### config.mk
export PLATFORM = sky130hd
export DESIGN_NAME = matrix_multiply_unit
export DESIGN_NICKNAME = d
export VERILOG_FILES = /design/src/hw/rtl/mmu_pkg.sv /design/src/hw/rtl/mmu_store.sv /design/src/hw/rtl/mmu_mac.sv /design/src/hw/rtl/matrix_multiply_unit.sv
export VERILOG_INCLUDE_DIRS = /design/src /design/src/hw/rtl
export SDC_FILE = /design/constraint.sdc
export NUM_CORES = 2
export LEC_CHECK = 0
export BUFFER_PORTS_ARGS = -buffer_cell sky130_fd_sc_hd__buf_2
export CAP_MARGIN = 20
export CORE_MARGIN = 1.5
export CORE_UTILIZATION = 42
export CTS_BUF_LIST = sky130_fd_sc_hd__clkbuf_8
export DETAILED_ROUTE_END_ITERATION = 8
export PLACE_DENSITY = 0.63
export REMOVE_ABC_BUFFERS = 1
export SYNTH_ARGS = -nofsm -noshare
export SYNTH_HDL_FRONTEND = slang
export SYNTH_SLANG_ARGS = --single-unit
### constraint.sdc
create_clock -name clk_i -period 16.5 [get_ports clk_i]
set_clock_uncertainty 0.05 [all_clocks]
set_input_delay 3.3 -clock clk_i [delete_from_list [all_inputs] [get_ports clk_i]]
set_output_delay 3.3 -clock clk_i [all_outputs]
set_load 0.05 [all_outputs]
### src/hw/rtl/assert_macros.svh
// Assertion macros used by the RTL top level
`ifndef ASSERT_MACROS_SVH
`define ASSERT_MACROS_SVH

// Check on every rising clock edge outside of reset.
`define MMU_ASSERT(name, prop, msg) \
  name: assert property (@(posedge clk_i) disable iff (!rst_ni) (prop)) else $error(msg);

// Check on every rising clock edge, reset included.
`define MMU_ASSERT_ALWAYS(name, prop, msg) \
  name: assert property (@(posedge clk_i) (prop)) else $error(msg);

`endif

### src/hw/rtl/mmu_pkg.sv
// Shared types and constants of the matrix multiply unit
package mmu_pkg;

  localparam int MAX_DIM_DEF = 4;

  typedef enum logic [1:0] {
    OP_WRITE_A = 2'd0,
    OP_WRITE_B = 2'd1,
    OP_COMPUTE = 2'd2
  } mmu_op_e;

  // Control from the sequencer to the multiply-accumulate unit
  typedef struct packed {
    logic data_vld;
    logic clear;
  } mmu_mac_ctl_t;

endpackage

### src/hw/rtl/mmu_store.sv
// Matrix element store: one write port, one read port, registered read data
module mmu_store #(
  parameter int DEPTH = 16,
  parameter int AW    = 4
) (
  input  logic          clk_i,
  input  logic          we_i,
  input  logic [AW-1:0] waddr_i,
  input  logic [31:0]   wdata_i,
  input  logic          re_i,
  input  logic [AW-1:0] raddr_i,
  output logic [31:0]   rdata_o
);

  logic [31:0] mem [DEPTH];
  logic [31:0] rdata_q;

  always_ff @(posedge clk_i) begin
    if (we_i) begin
      mem[waddr_i] <= wdata_i;
    end
  end

  always_ff @(posedge clk_i) begin
    if (re_i) begin
      rdata_q <= mem[raddr_i];
    end
  end

  assign rdata_o = rdata_q;

endmodule

### src/hw/rtl/mmu_mac.sv
// Multiply-accumulate unit with round-toward-zero and saturation to Q16.16
module mmu_mac #(
  parameter int MAX_DIM = mmu_pkg::MAX_DIM_DEF
) (
  input  logic                 clk_i,
  input  logic                 rst_ni,
  input  logic signed [31:0]   a_i,
  input  logic signed [31:0]   b_i,
  input  mmu_pkg::mmu_mac_ctl_t ctl_i,
  output logic                 busy_o,
  output logic signed [31:0]   result_o
);
  import mmu_pkg::*;

  localparam int DW    = $clog2(MAX_DIM + 1);
  localparam int ACC_W = 64 + DW;
  localparam int QW    = ACC_W - 16;

  logic signed [63:0]    mul_q;
  logic                  mul_vld_q;
  logic signed [ACC_W-1:0] acc_q;
  logic signed [ACC_W-1:0] acc_adj;
  logic signed [QW-1:0]  quo;
  logic [QW-32:0]        quo_hi;
  logic                  fits;

  always_ff @(posedge clk_i) begin
    mul_q <= a_i * b_i;
  end

  always_ff @(posedge clk_i or negedge rst_ni) begin
    if (!rst_ni) begin
      mul_vld_q <= 1'b0;
    end else begin
      mul_vld_q <= ctl_i.data_vld;
    end
  end

  always_ff @(posedge clk_i) begin
    if (ctl_i.clear) begin
      acc_q <= '0;
    end else if (mul_vld_q) begin
      acc_q <= acc_q + ACC_W'(mul_q);
    end
  end

  // Bias negative sums so the arithmetic shift truncates toward zero
  always_comb begin
    acc_adj  = acc_q + (acc_q[ACC_W-1] ? ACC_W'(16'hFFFF) : '0);
    quo      = QW'(acc_adj >>> 16);
    quo_hi   = quo[QW-1:31];
    fits     = (&quo_hi) || !(|quo_hi);
    if (fits) begin
      result_o = quo[31:0];
    end else if (quo[QW-1]) begin
      result_o = 32'sh8000_0000;
    end else begin
      result_o = 32'sh7FFF_FFFF;
    end
  end

  assign busy_o = mul_vld_q;

endmodule

### src/hw/rtl/matrix_multiply_unit.sv
// Top level of the matrix multiply unit: sequencer, element stores and MAC.
// Load transactions (write A, write B) are accepted back to back while the block is idle.
// A compute transaction (rows and cols nonzero) stalls the input until its last element is loaded: per
// element one store read per inner step, then a drain that waits for the MAC to empty and the output
// register to be free (only the drain when inner is zero).
// Reset sets all three dimensions to their maximum; store contents stay undefined.
`include "assert_macros.svh"

module matrix_multiply_unit #(
  parameter int MAX_DIM = mmu_pkg::MAX_DIM_DEF
) (
  input  logic               clk_i,
  input  logic               rst_ni,
  input  logic               cfg_we_i,
  input  logic [1:0]         cfg_index_i,
  input  logic [2:0]         cfg_wdata_i,
  input  logic               in_valid_i,
  output logic               in_stall_o,
  input  logic [1:0]         operation_i,
  input  logic [3:0]         element_index_i,
  input  logic signed [31:0] element_value_i,
  output logic               out_valid_o,
  input  logic               out_stall_i,
  output logic signed [31:0] product_value_o,
  output logic [1:0]         product_row_o,
  output logic [1:0]         product_col_o,
  output logic               last_o
);
  import mmu_pkg::*;

  localparam int DEPTH = MAX_DIM * MAX_DIM;
  localparam int AW    = (DEPTH > 1) ? $clog2(DEPTH) : 1;
  localparam int DW    = $clog2(MAX_DIM + 1);
  localparam int PW    = 2 * DW;

  localparam logic [1:0] CFG_A_ROWS     = 2'd0;
  localparam logic [1:0] CFG_INNER_SIZE = 2'd1;
  localparam logic [1:0] CFG_B_COLS     = 2'd2;

  typedef enum logic [1:0] {
    S_IDLE,
    S_RUN,
    S_DRAIN
  } state_e;

  state_e         state_q;
  logic [DW-1:0]  rows_q, inner_q, cols_q;
  logic [DW-1:0]  cfg_dim;
  logic [DW-1:0]  i_q, j_q, k_q;
  logic           rd_vld_q;
  logic           out_valid_q;
  logic signed [31:0] out_value_q;
  logic [1:0]     out_row_q, out_col_q;
  logic           out_last_q;

  logic           in_acc;
  logic           wr_ok, wr_a, wr_b;
  logic [AW-1:0]  waddr;
  logic [PW-1:0]  a_lin, b_lin;
  logic           rd_en;
  logic [31:0]    a_data, b_data;
  logic           mac_busy;
  logic signed [31:0] mac_result;
  mmu_mac_ctl_t   mac_ctl;
  logic           k_last, col_last, row_last, el_last;
  logic           pipe_busy, out_free, out_load;

  assign in_stall_o = (state_q != S_IDLE);
  assign in_acc     = in_valid_i && !in_stall_o;

  assign wr_ok = (32'(element_index_i) < DEPTH);
  assign wr_a  = in_acc && (operation_i == OP_WRITE_A) && wr_ok;
  assign wr_b  = in_acc && (operation_i == OP_WRITE_B) && wr_ok;
  assign waddr = AW'(element_index_i);

  // Row-major strides with the dimensions in force at compute time
  assign a_lin = PW'(i_q) * PW'(inner_q) + PW'(k_q);
  assign b_lin = PW'(k_q) * PW'(cols_q) + PW'(j_q);
  assign rd_en = (state_q == S_RUN);

  mmu_store #(.DEPTH(DEPTH), .AW(AW)) u_store_a (
    .clk_i   (clk_i),
    .we_i    (wr_a),
    .waddr_i (waddr),
    .wdata_i (element_value_i),
    .re_i    (rd_en),
    .raddr_i (AW'(a_lin)),
    .rdata_o (a_data)
  );

  mmu_store #(.DEPTH(DEPTH), .AW(AW)) u_store_b (
    .clk_i   (clk_i),
    .we_i    (wr_b),
    .waddr_i (waddr),
    .wdata_i (element_value_i),
    .re_i    (rd_en),
    .raddr_i (AW'(b_lin)),
    .rdata_o (b_data)
  );

  assign k_last    = (k_q == inner_q - DW'(1));
  assign col_last  = (j_q == cols_q - DW'(1));
  assign row_last  = (i_q == rows_q - DW'(1));
  assign el_last   = col_last && row_last;
  assign pipe_busy = rd_vld_q || mac_busy;
  assign out_free  = !out_valid_q || !out_stall_i;
  assign out_load  = (state_q == S_DRAIN) && !pipe_busy && out_free;

  // Keep the accumulator clear between elements and while idle
  assign mac_ctl.data_vld = rd_vld_q;
  assign mac_ctl.clear    = (state_q == S_IDLE) || out_load;

  mmu_mac #(.MAX_DIM(MAX_DIM)) u_mac (
    .clk_i    (clk_i),
    .rst_ni   (rst_ni),
    .a_i      ($signed(a_data)),
    .b_i      ($signed(b_data)),
    .ctl_i    (mac_ctl),
    .busy_o   (mac_busy),
    .result_o (mac_result)
  );

  // Clamp each dimension to MAX_DIM on write
  assign cfg_dim = (32'(cfg_wdata_i) > MAX_DIM) ? DW'(MAX_DIM) : DW'(cfg_wdata_i);

  always_ff @(posedge clk_i or negedge rst_ni) begin
    if (!rst_ni) begin
      rows_q  <= DW'(MAX_DIM);
      inner_q <= DW'(MAX_DIM);
      cols_q  <= DW'(MAX_DIM);
    end else if (cfg_we_i) begin
      case (cfg_index_i)
        CFG_A_ROWS:     rows_q  <= cfg_dim;
        CFG_INNER_SIZE: inner_q <= cfg_dim;
        CFG_B_COLS:     cols_q  <= cfg_dim;
        default:        ;
      endcase
    end
  end

  always_ff @(posedge clk_i or negedge rst_ni) begin
    if (!rst_ni) begin
      state_q     <= S_IDLE;
      i_q         <= '0;
      j_q         <= '0;
      k_q         <= '0;
      rd_vld_q    <= 1'b0;
      out_valid_q <= 1'b0;
      out_value_q <= '0;
      out_row_q   <= '0;
      out_col_q   <= '0;
      out_last_q  <= 1'b0;
    end else begin
      rd_vld_q <= rd_en;
      if (out_load) begin
        out_valid_q <= 1'b1;
      end else if (!out_stall_i) begin
        out_valid_q <= 1'b0;
      end
      case (state_q)
        S_IDLE: begin
          if (in_acc && (operation_i == OP_COMPUTE) && (rows_q != '0) && (cols_q != '0)) begin
            i_q     <= '0;
            j_q     <= '0;
            k_q     <= '0;
            state_q <= (inner_q == '0) ? S_DRAIN : S_RUN;
          end
        end
        S_RUN: begin
          if (k_last) begin
            k_q     <= '0;
            state_q <= S_DRAIN;
          end else begin
            k_q <= k_q + DW'(1);
          end
        end
        S_DRAIN: begin
          if (out_load) begin
            out_value_q <= mac_result;
            out_row_q   <= 2'(i_q);
            out_col_q   <= 2'(j_q);
            out_last_q  <= el_last;
            if (el_last) begin
              state_q <= S_IDLE;
            end else begin
              if (col_last) begin
                j_q <= '0;
                i_q <= i_q + DW'(1);
              end else begin
                j_q <= j_q + DW'(1);
              end
              state_q <= (inner_q == '0) ? S_DRAIN : S_RUN;
            end
          end
        end
        default: state_q <= S_IDLE;
      endcase
    end
  end

  assign out_valid_o     = out_valid_q;
  assign product_value_o = out_value_q;
  assign product_row_o   = out_row_q;
  assign product_col_o   = out_col_q;
  assign last_o          = out_last_q;

  `MMU_ASSERT(a_no_write_in_compute, (state_q != S_IDLE) |-> (!wr_a && !wr_b), "store write during compute")
  `MMU_ASSERT(a_load_on_empty_pipe, out_load |-> (!rd_vld_q && !mac_busy), "result taken before MAC drained")
  `MMU_ASSERT(a_accept_on_empty_pipe, !in_stall_o |-> (!rd_vld_q && !mac_busy), "accepting with MAC busy")
  `MMU_ASSERT_ALWAYS(a_read_only_in_run, rd_vld_q |-> !wr_a && !wr_b, "read overlaps a store write")

endmodule

# == After elaboration in Yosys (flattened, before gate mapping) ==
# Memory sizes are Yosys's and may differ from the RTL's. A register that Yosys moved wholly into a read port is not among the register bits.
# Cells that the tools add are included.
# totals
reg_bits,191
mem_bits_rw,1024
in_bits,48
output_inout_bits,39
word_cells,111
n_memories,2
# memory_table
memory,words,word_bits,rd,rd_clocked_by_memory_dff,write_ports,line_no,source
u_store_a.mem,16,32,1,1,1,mmu_store.sv:15,logic [31:0] mem [DEPTH];
u_store_b.mem,16,32,1,1,1,mmu_store.sv:15,
# classes
mul,3
eq_ne,15
reduce_logical,37
addsub,10
muxes,27
magnitude_cmp,1
# op_table
cell,n
67-bit by 64-bit adder with 67-bit output,1
67-bit adder,1
32-bit by 32-bit multiplier with 64-bit output,1
32-bit two-way mux,2
3-bit two-way mux,9
20-bit AND reduction,1
20-bit OR reduction,1
3-bit case mux with 2 select lines,3
16-bit two-way mux,1
2-bit two-way mux,5
2-bit AND reduction,5
3-bit by 1-bit adder with 3-bit output (second input constant),3
3-bit == test,3
1-bit logical AND,9
3-bit by 1-bit subtractor with 3-bit output (second input constant),3
4-bit by 3-bit adder with 4-bit output,2
3-bit by 3-bit multiplier with 4-bit output,2
2-bit by 1-bit == test with 1-bit output (second input constant),3
2-bit == test (second input constant),3
2-bit zero test,3
1-bit two-way mux,6
2-bit by 1-bit inequality test with 1-bit output (second input constant),3
2-bit inequality test (second input constant),3
2-bit case mux with 3 select lines,1
9 further kinds,19

# == Depth between registers and ports, before layout ==
# logic_depth
ltp_word,8
ltp_mapped,30
ltp_nobuf,28

# == Cells and area by module ==
# From an unflattened synthesis, not the netlist that was laid out.
# hier_totals
hier_cells,6898
area_unflattened_um2,88381.0
# modules_own_cells
module,instances,cells_per_inst,area_each_um2
mmu_mac,1,4900,44920.6
mmu_store (u_store_b),1,838,20174.3
mmu_store (u_store_a),1,838,20155.6
matrix_multiply_unit,1,322,3130.5

# == Worst setup path after synthesis ==
# No wires, ideal clock.
# synth_timing
path_type,register to register
from,"reg u_store_a.rdata_q[31], in the netlist u_store_a.rdata_o[31] (read register of u_store_a.mem)"
to,reg u_mac.mul_q[62]
setup_slack_ns,8.745
n_path_buf,2
setup_time_ns,0.072
period_less_slack_ns,7.755
path_stages_with_launch,28
required_ns,16.378
t_arrival_ns,7.633
cell_sequence,edfxtp_1 -> clkbuf_1 -> nand2_1 -> inv_1 -> fa_1 -> inv_1 -> fa_1 -> fa_1 -> inv_1 -> fa_1 -> inv_1 -> fa_1 -> inv_1 -> fa_1 -> inv_1 -> fa_1 -> fa_1 -> inv_1 -> ha_1 -> clkbuf_1 -> a21oi_1 -> nor2_1 -> o21ai_0 -> o31ai_1 -> a211oi_1 -> o21ai_0 -> a221oi_1 -> xnor2_1
# synth_between
elab_chain_len,1
# synth_rtl
item,line_no,source
"start, declared",mmu_store.sv:16,logic [31:0] rdata_q;
32-bit by 32-bit multiplier with 64-bit output,mmu_mac.sv:28,mul_q <= a_i * b_i;
"end signal, assigned",mmu_mac.sv:28,
"end, declared",mmu_mac.sv:19,logic signed [63:0] mul_q;
# Every way passes these cells.
# A chain may end at the register's enable or synchronous reset.

# == Worst setup path in the final report ==
# layout_timing
from,"reg u_store_b.rdata_q[14], in the netlist u_store_b.rdata_o[14] (read register of u_store_b.mem)"
to,reg u_mac.mul_q[62]
# layout_between
elab_chain_len,1
# layout_rtl
item,line_no
"start, declared",mmu_store.sv:16
32-bit by 32-bit multiplier with 64-bit output,mmu_mac.sv:28
# Every way passes these cells.

==> out/results.tsv <==
stage	metric	value	unit
yosys	post-synth cell types	80	
die	Ports	87	
route	DRC	0	
grt	initial antenna violation count	11	
die	Die X	462	µm
grt	met2 GRT Util	34.4	%
clock_tree	CTS buffer count	205	
placement	port buffer count	86	
grt	global route overflow	0	
setup_path	kind of critical path	reg2reg	
outcome	outcome	finished, final reports clean	
layout	Final Cell Area	96200	µm²
setup_path	Max FO, Critical Path	32	
grt	GRT Util Overall	21.2	%
placement	GP Congestion	0.885	
worst_hold_path	worst hold path type	reg2reg	
placement	DP Wirelength	152000	µm
yosys	Synth area leader	edfxtp_1	
route	detail-routed via count per cell	5.36	
layout	most common cell after layout, fill and taps aside	inv_1	
grt	grt peak-use layer	met2	
grt	GR Util met1	29.5	%
route	DR iter-0 viols	4328	
die	Initial Util	42.2	%
clock_tree	htree depth	4	
grt	met3 global-route usage	4.43	%
timing	fmax	109	MHz
route	overall routed net length	222000	µm
yosys	Synth warnings	0	
placement	Area after DPL	92200	µm²
clock_tree	Root Driver	clkbuf_8	
setup_path	Crit. End Element	register	
grt	largest net degree at the start of global routing	67	
die	num rows	168	
clock_tree	Clock Path Buffers	3	
yosys	Post-Syn Instances	6778	
clock_tree	Post-CTS Hold Fix Bufs	0	
layout	share of cells above drive strength 1	12.2	%
setup_path	Arr. time, crit path	9980	ps
timing	Final Setup Violations	0	
layout	most frequent cells in the layout	inv_1 (1123), edfxtp_1 (1088), fa_1 (1087), nand2_1 (661), and2_1 (536)	
layout	fin nets	8276	
clock_tree	CTS resizes	0	
die	Die ar.	213000	µm²
clock_tree	clock slew at reported path FFs	60	ps
timing	Setup TNS	0	ps
layout	Layout area overhead	8.89	%
timing	Worst-Margin Slew	1190	ps
yosys	Post-synth EDFFs	1088	
clock_tree	worst skew pair latency	990	ps
route	router iterations before antenna repair	6	
timing	RSZ-0062 raised after global routing	false	
yosys	register area share after synthesis	41.7	%
timing	hold slack	316	ps
yosys	Top FF cell, synth	edfxtp_1	
yosys	Synth top area share	37.0	%
grt	number of global-route vias before repair	55911	
setup_path	Startpoint Class	register	
die	chip height	462	µm
setup_path	crit-path cells	and2_1 > fa_1 > fa_1 > inv_1 > fa_1 > fa_1 > fa_1 > inv_1 > fa_1 > fa_1 > fa_1 > ha_1 > and3_1 > and2_1 > a221o_1 > a22oi_1 > nand2_1 > a31oi_1 > o21ai_0 > a211oi_1 > o21ai_0 > a221oi_1 > xnor2_1	
yosys	top post-synthesis cells by area	edfxtp_1 (37%), fa_1 (25%), mux4_2 (8.2%)	
clock_tree	CTS tree	built	
timing	Worst slew margin	20.9	%
yosys	mapped cell area	88300	µm²
yosys	Synth async-reset ratio	4.69	%
timing	Period minus WS final	9140	ps
route	post-route ant nets	0	
grt	global-route wire length before repair	341000	µm
timing	crit share post-route	55.4	%
yosys	Synth Register Bits	1279	
timing	fin. max-slew vios	0	
setup_path	CP most frequent cell	fa_1	
yosys	Synth Area per Inst	13.0	µm²
job	# Max-Cap Violations	0	
route	Vias	52715	
die	core area	209000	µm²
layout	Fill cells	18693	
route	Routed WL per cell	22.6	µm
setup_path	Critical-path top delay cell	edfxtp_1	
timing	final hold vios	0	
setup_path	Slowest Stage Delay on Critical Path	1110	ps
clock_tree	clock sink count	1279	
setup_path	critical path required time	17340	ps
clock_tree	post-CTS setup buffers	0	
-- sequential cells by signal, indices dropped and copies added, names as in the netlist, 2 cells and up --
name               count
j_q                    3
product_col_o          2
cols_q                 3
i_q                    3
k_q                    3
u_store_b.rdata_o     32
rows_q                 3
state_q                2
u_mac.mul_q           64
u_store_a.rdata_o     32
u_mac.acc_q           67
u_store_a.mem        512
product_value_o       32
u_store_b.mem        512
product_row_o          2
inner_q                3
-- worst max-delay path: cells and delay by family (launching register included) --
family | cells | cell delay (ps)
adder cells (fa/ha/maj) | 9 | 4260
AO/OA/AOI/OAI | 7 | 2530
flip-flops | 1 | 1110
AND/OR/NAND/NOR | 4 | 830
XOR/XNOR | 1 | 150
buffers and inverters | 2 | 100
-- area by class of cell --
class | count | area (µm²) | area share, %
multi-input combinational | 4111 | 46600 | 48.4
antenna | 7 | 17.5 | 0.0182
clock inverter | 157 | 973 | 1.01
sequential | 1279 | 36800 | 38.3
tap | 2805 | 3510 | 3.65
clock buffer | 219 | 3010 | 3.13
inverter | 1058 | 3970 | 4.13
timing repair buffer | 202 | 1320 | 1.37
-- cells by family after synthesis --
family	share of synthesized area, %
XOR/XNOR	1.80
adder cells (fa/ha/maj)	28.7
buffers and inverters	5.95
AO/OA/AOI/OAI	3.92
multiplexers	8.66
AND/OR/NAND/NOR	9.34
flip-flops	41.7
-- layer usage --
| metal | up-vias | share of wire (%) | routed length (µm) |
|---|---|---|---|
| li1 | 22824 | - | - |
| met1 | 27724 | 43 | 96300 |
| met2 | 1841 | 47 | 105000 |
| met3 | 316 | 7.6 | 16900 |
| met4 | 10 | 1.8 | 3990 |
| met5 | - | 0.026 | 58 |
-- through the flow --
step           instances  setup WS (ps)  util (%)
5_1_grt             9835           6890      45.9
2_1_floorplan       6448           8660         -
3_5_place_dp        9455           7400      44.0
3_3_place_gp        9454           7530      44.0
6_report            9838           7360      45.9
4_1_cts             9831           7370      45.9
-- cell usage after synthesis (all sizes together), types with 40 or more instances --
cell type and instances:
inv 1058, fa 1089, nand2 663, mux4 320, dfxtp 131, nor3 53, ha 282, dfrtp 57
and2 537, a21o 76, nand3 59, xnor2 117, a21oi 152, nor2 185, xor2 65, mux2i 40
edfxtp 1088, clkbuf 299, o21ai 96
-- worst paths after layout --
check	from	cells past startpoint	to	slack [ps]
max reg2reg	u_store_b.rdata_o[14]$_DFFE_PP_	23	u_mac.mul_q[62]$_DFF_P_	7360
min in group asynchronous	rst_ni	2	last_o$_DFFE_PN0P_	2480
max in group asynchronous	rst_ni	2	product_value_o[26]$_DFFE_PN0P_	13260
max	u_store_b.rdata_o[14]$_DFFE_PP_	23	u_mac.mul_q[62]$_DFF_P_	7360
min reg2reg	rd_vld_q$_DFF_PN0_	0	u_mac.busy_o$_DFF_PN0_	320
min	rd_vld_q$_DFF_PN0_	0	u_mac.busy_o$_DFF_PN0_	320
Power is left out: the tool's default activity adds up to more than one toggle a clock period on the data nets, which glitch-free logic cannot reach.
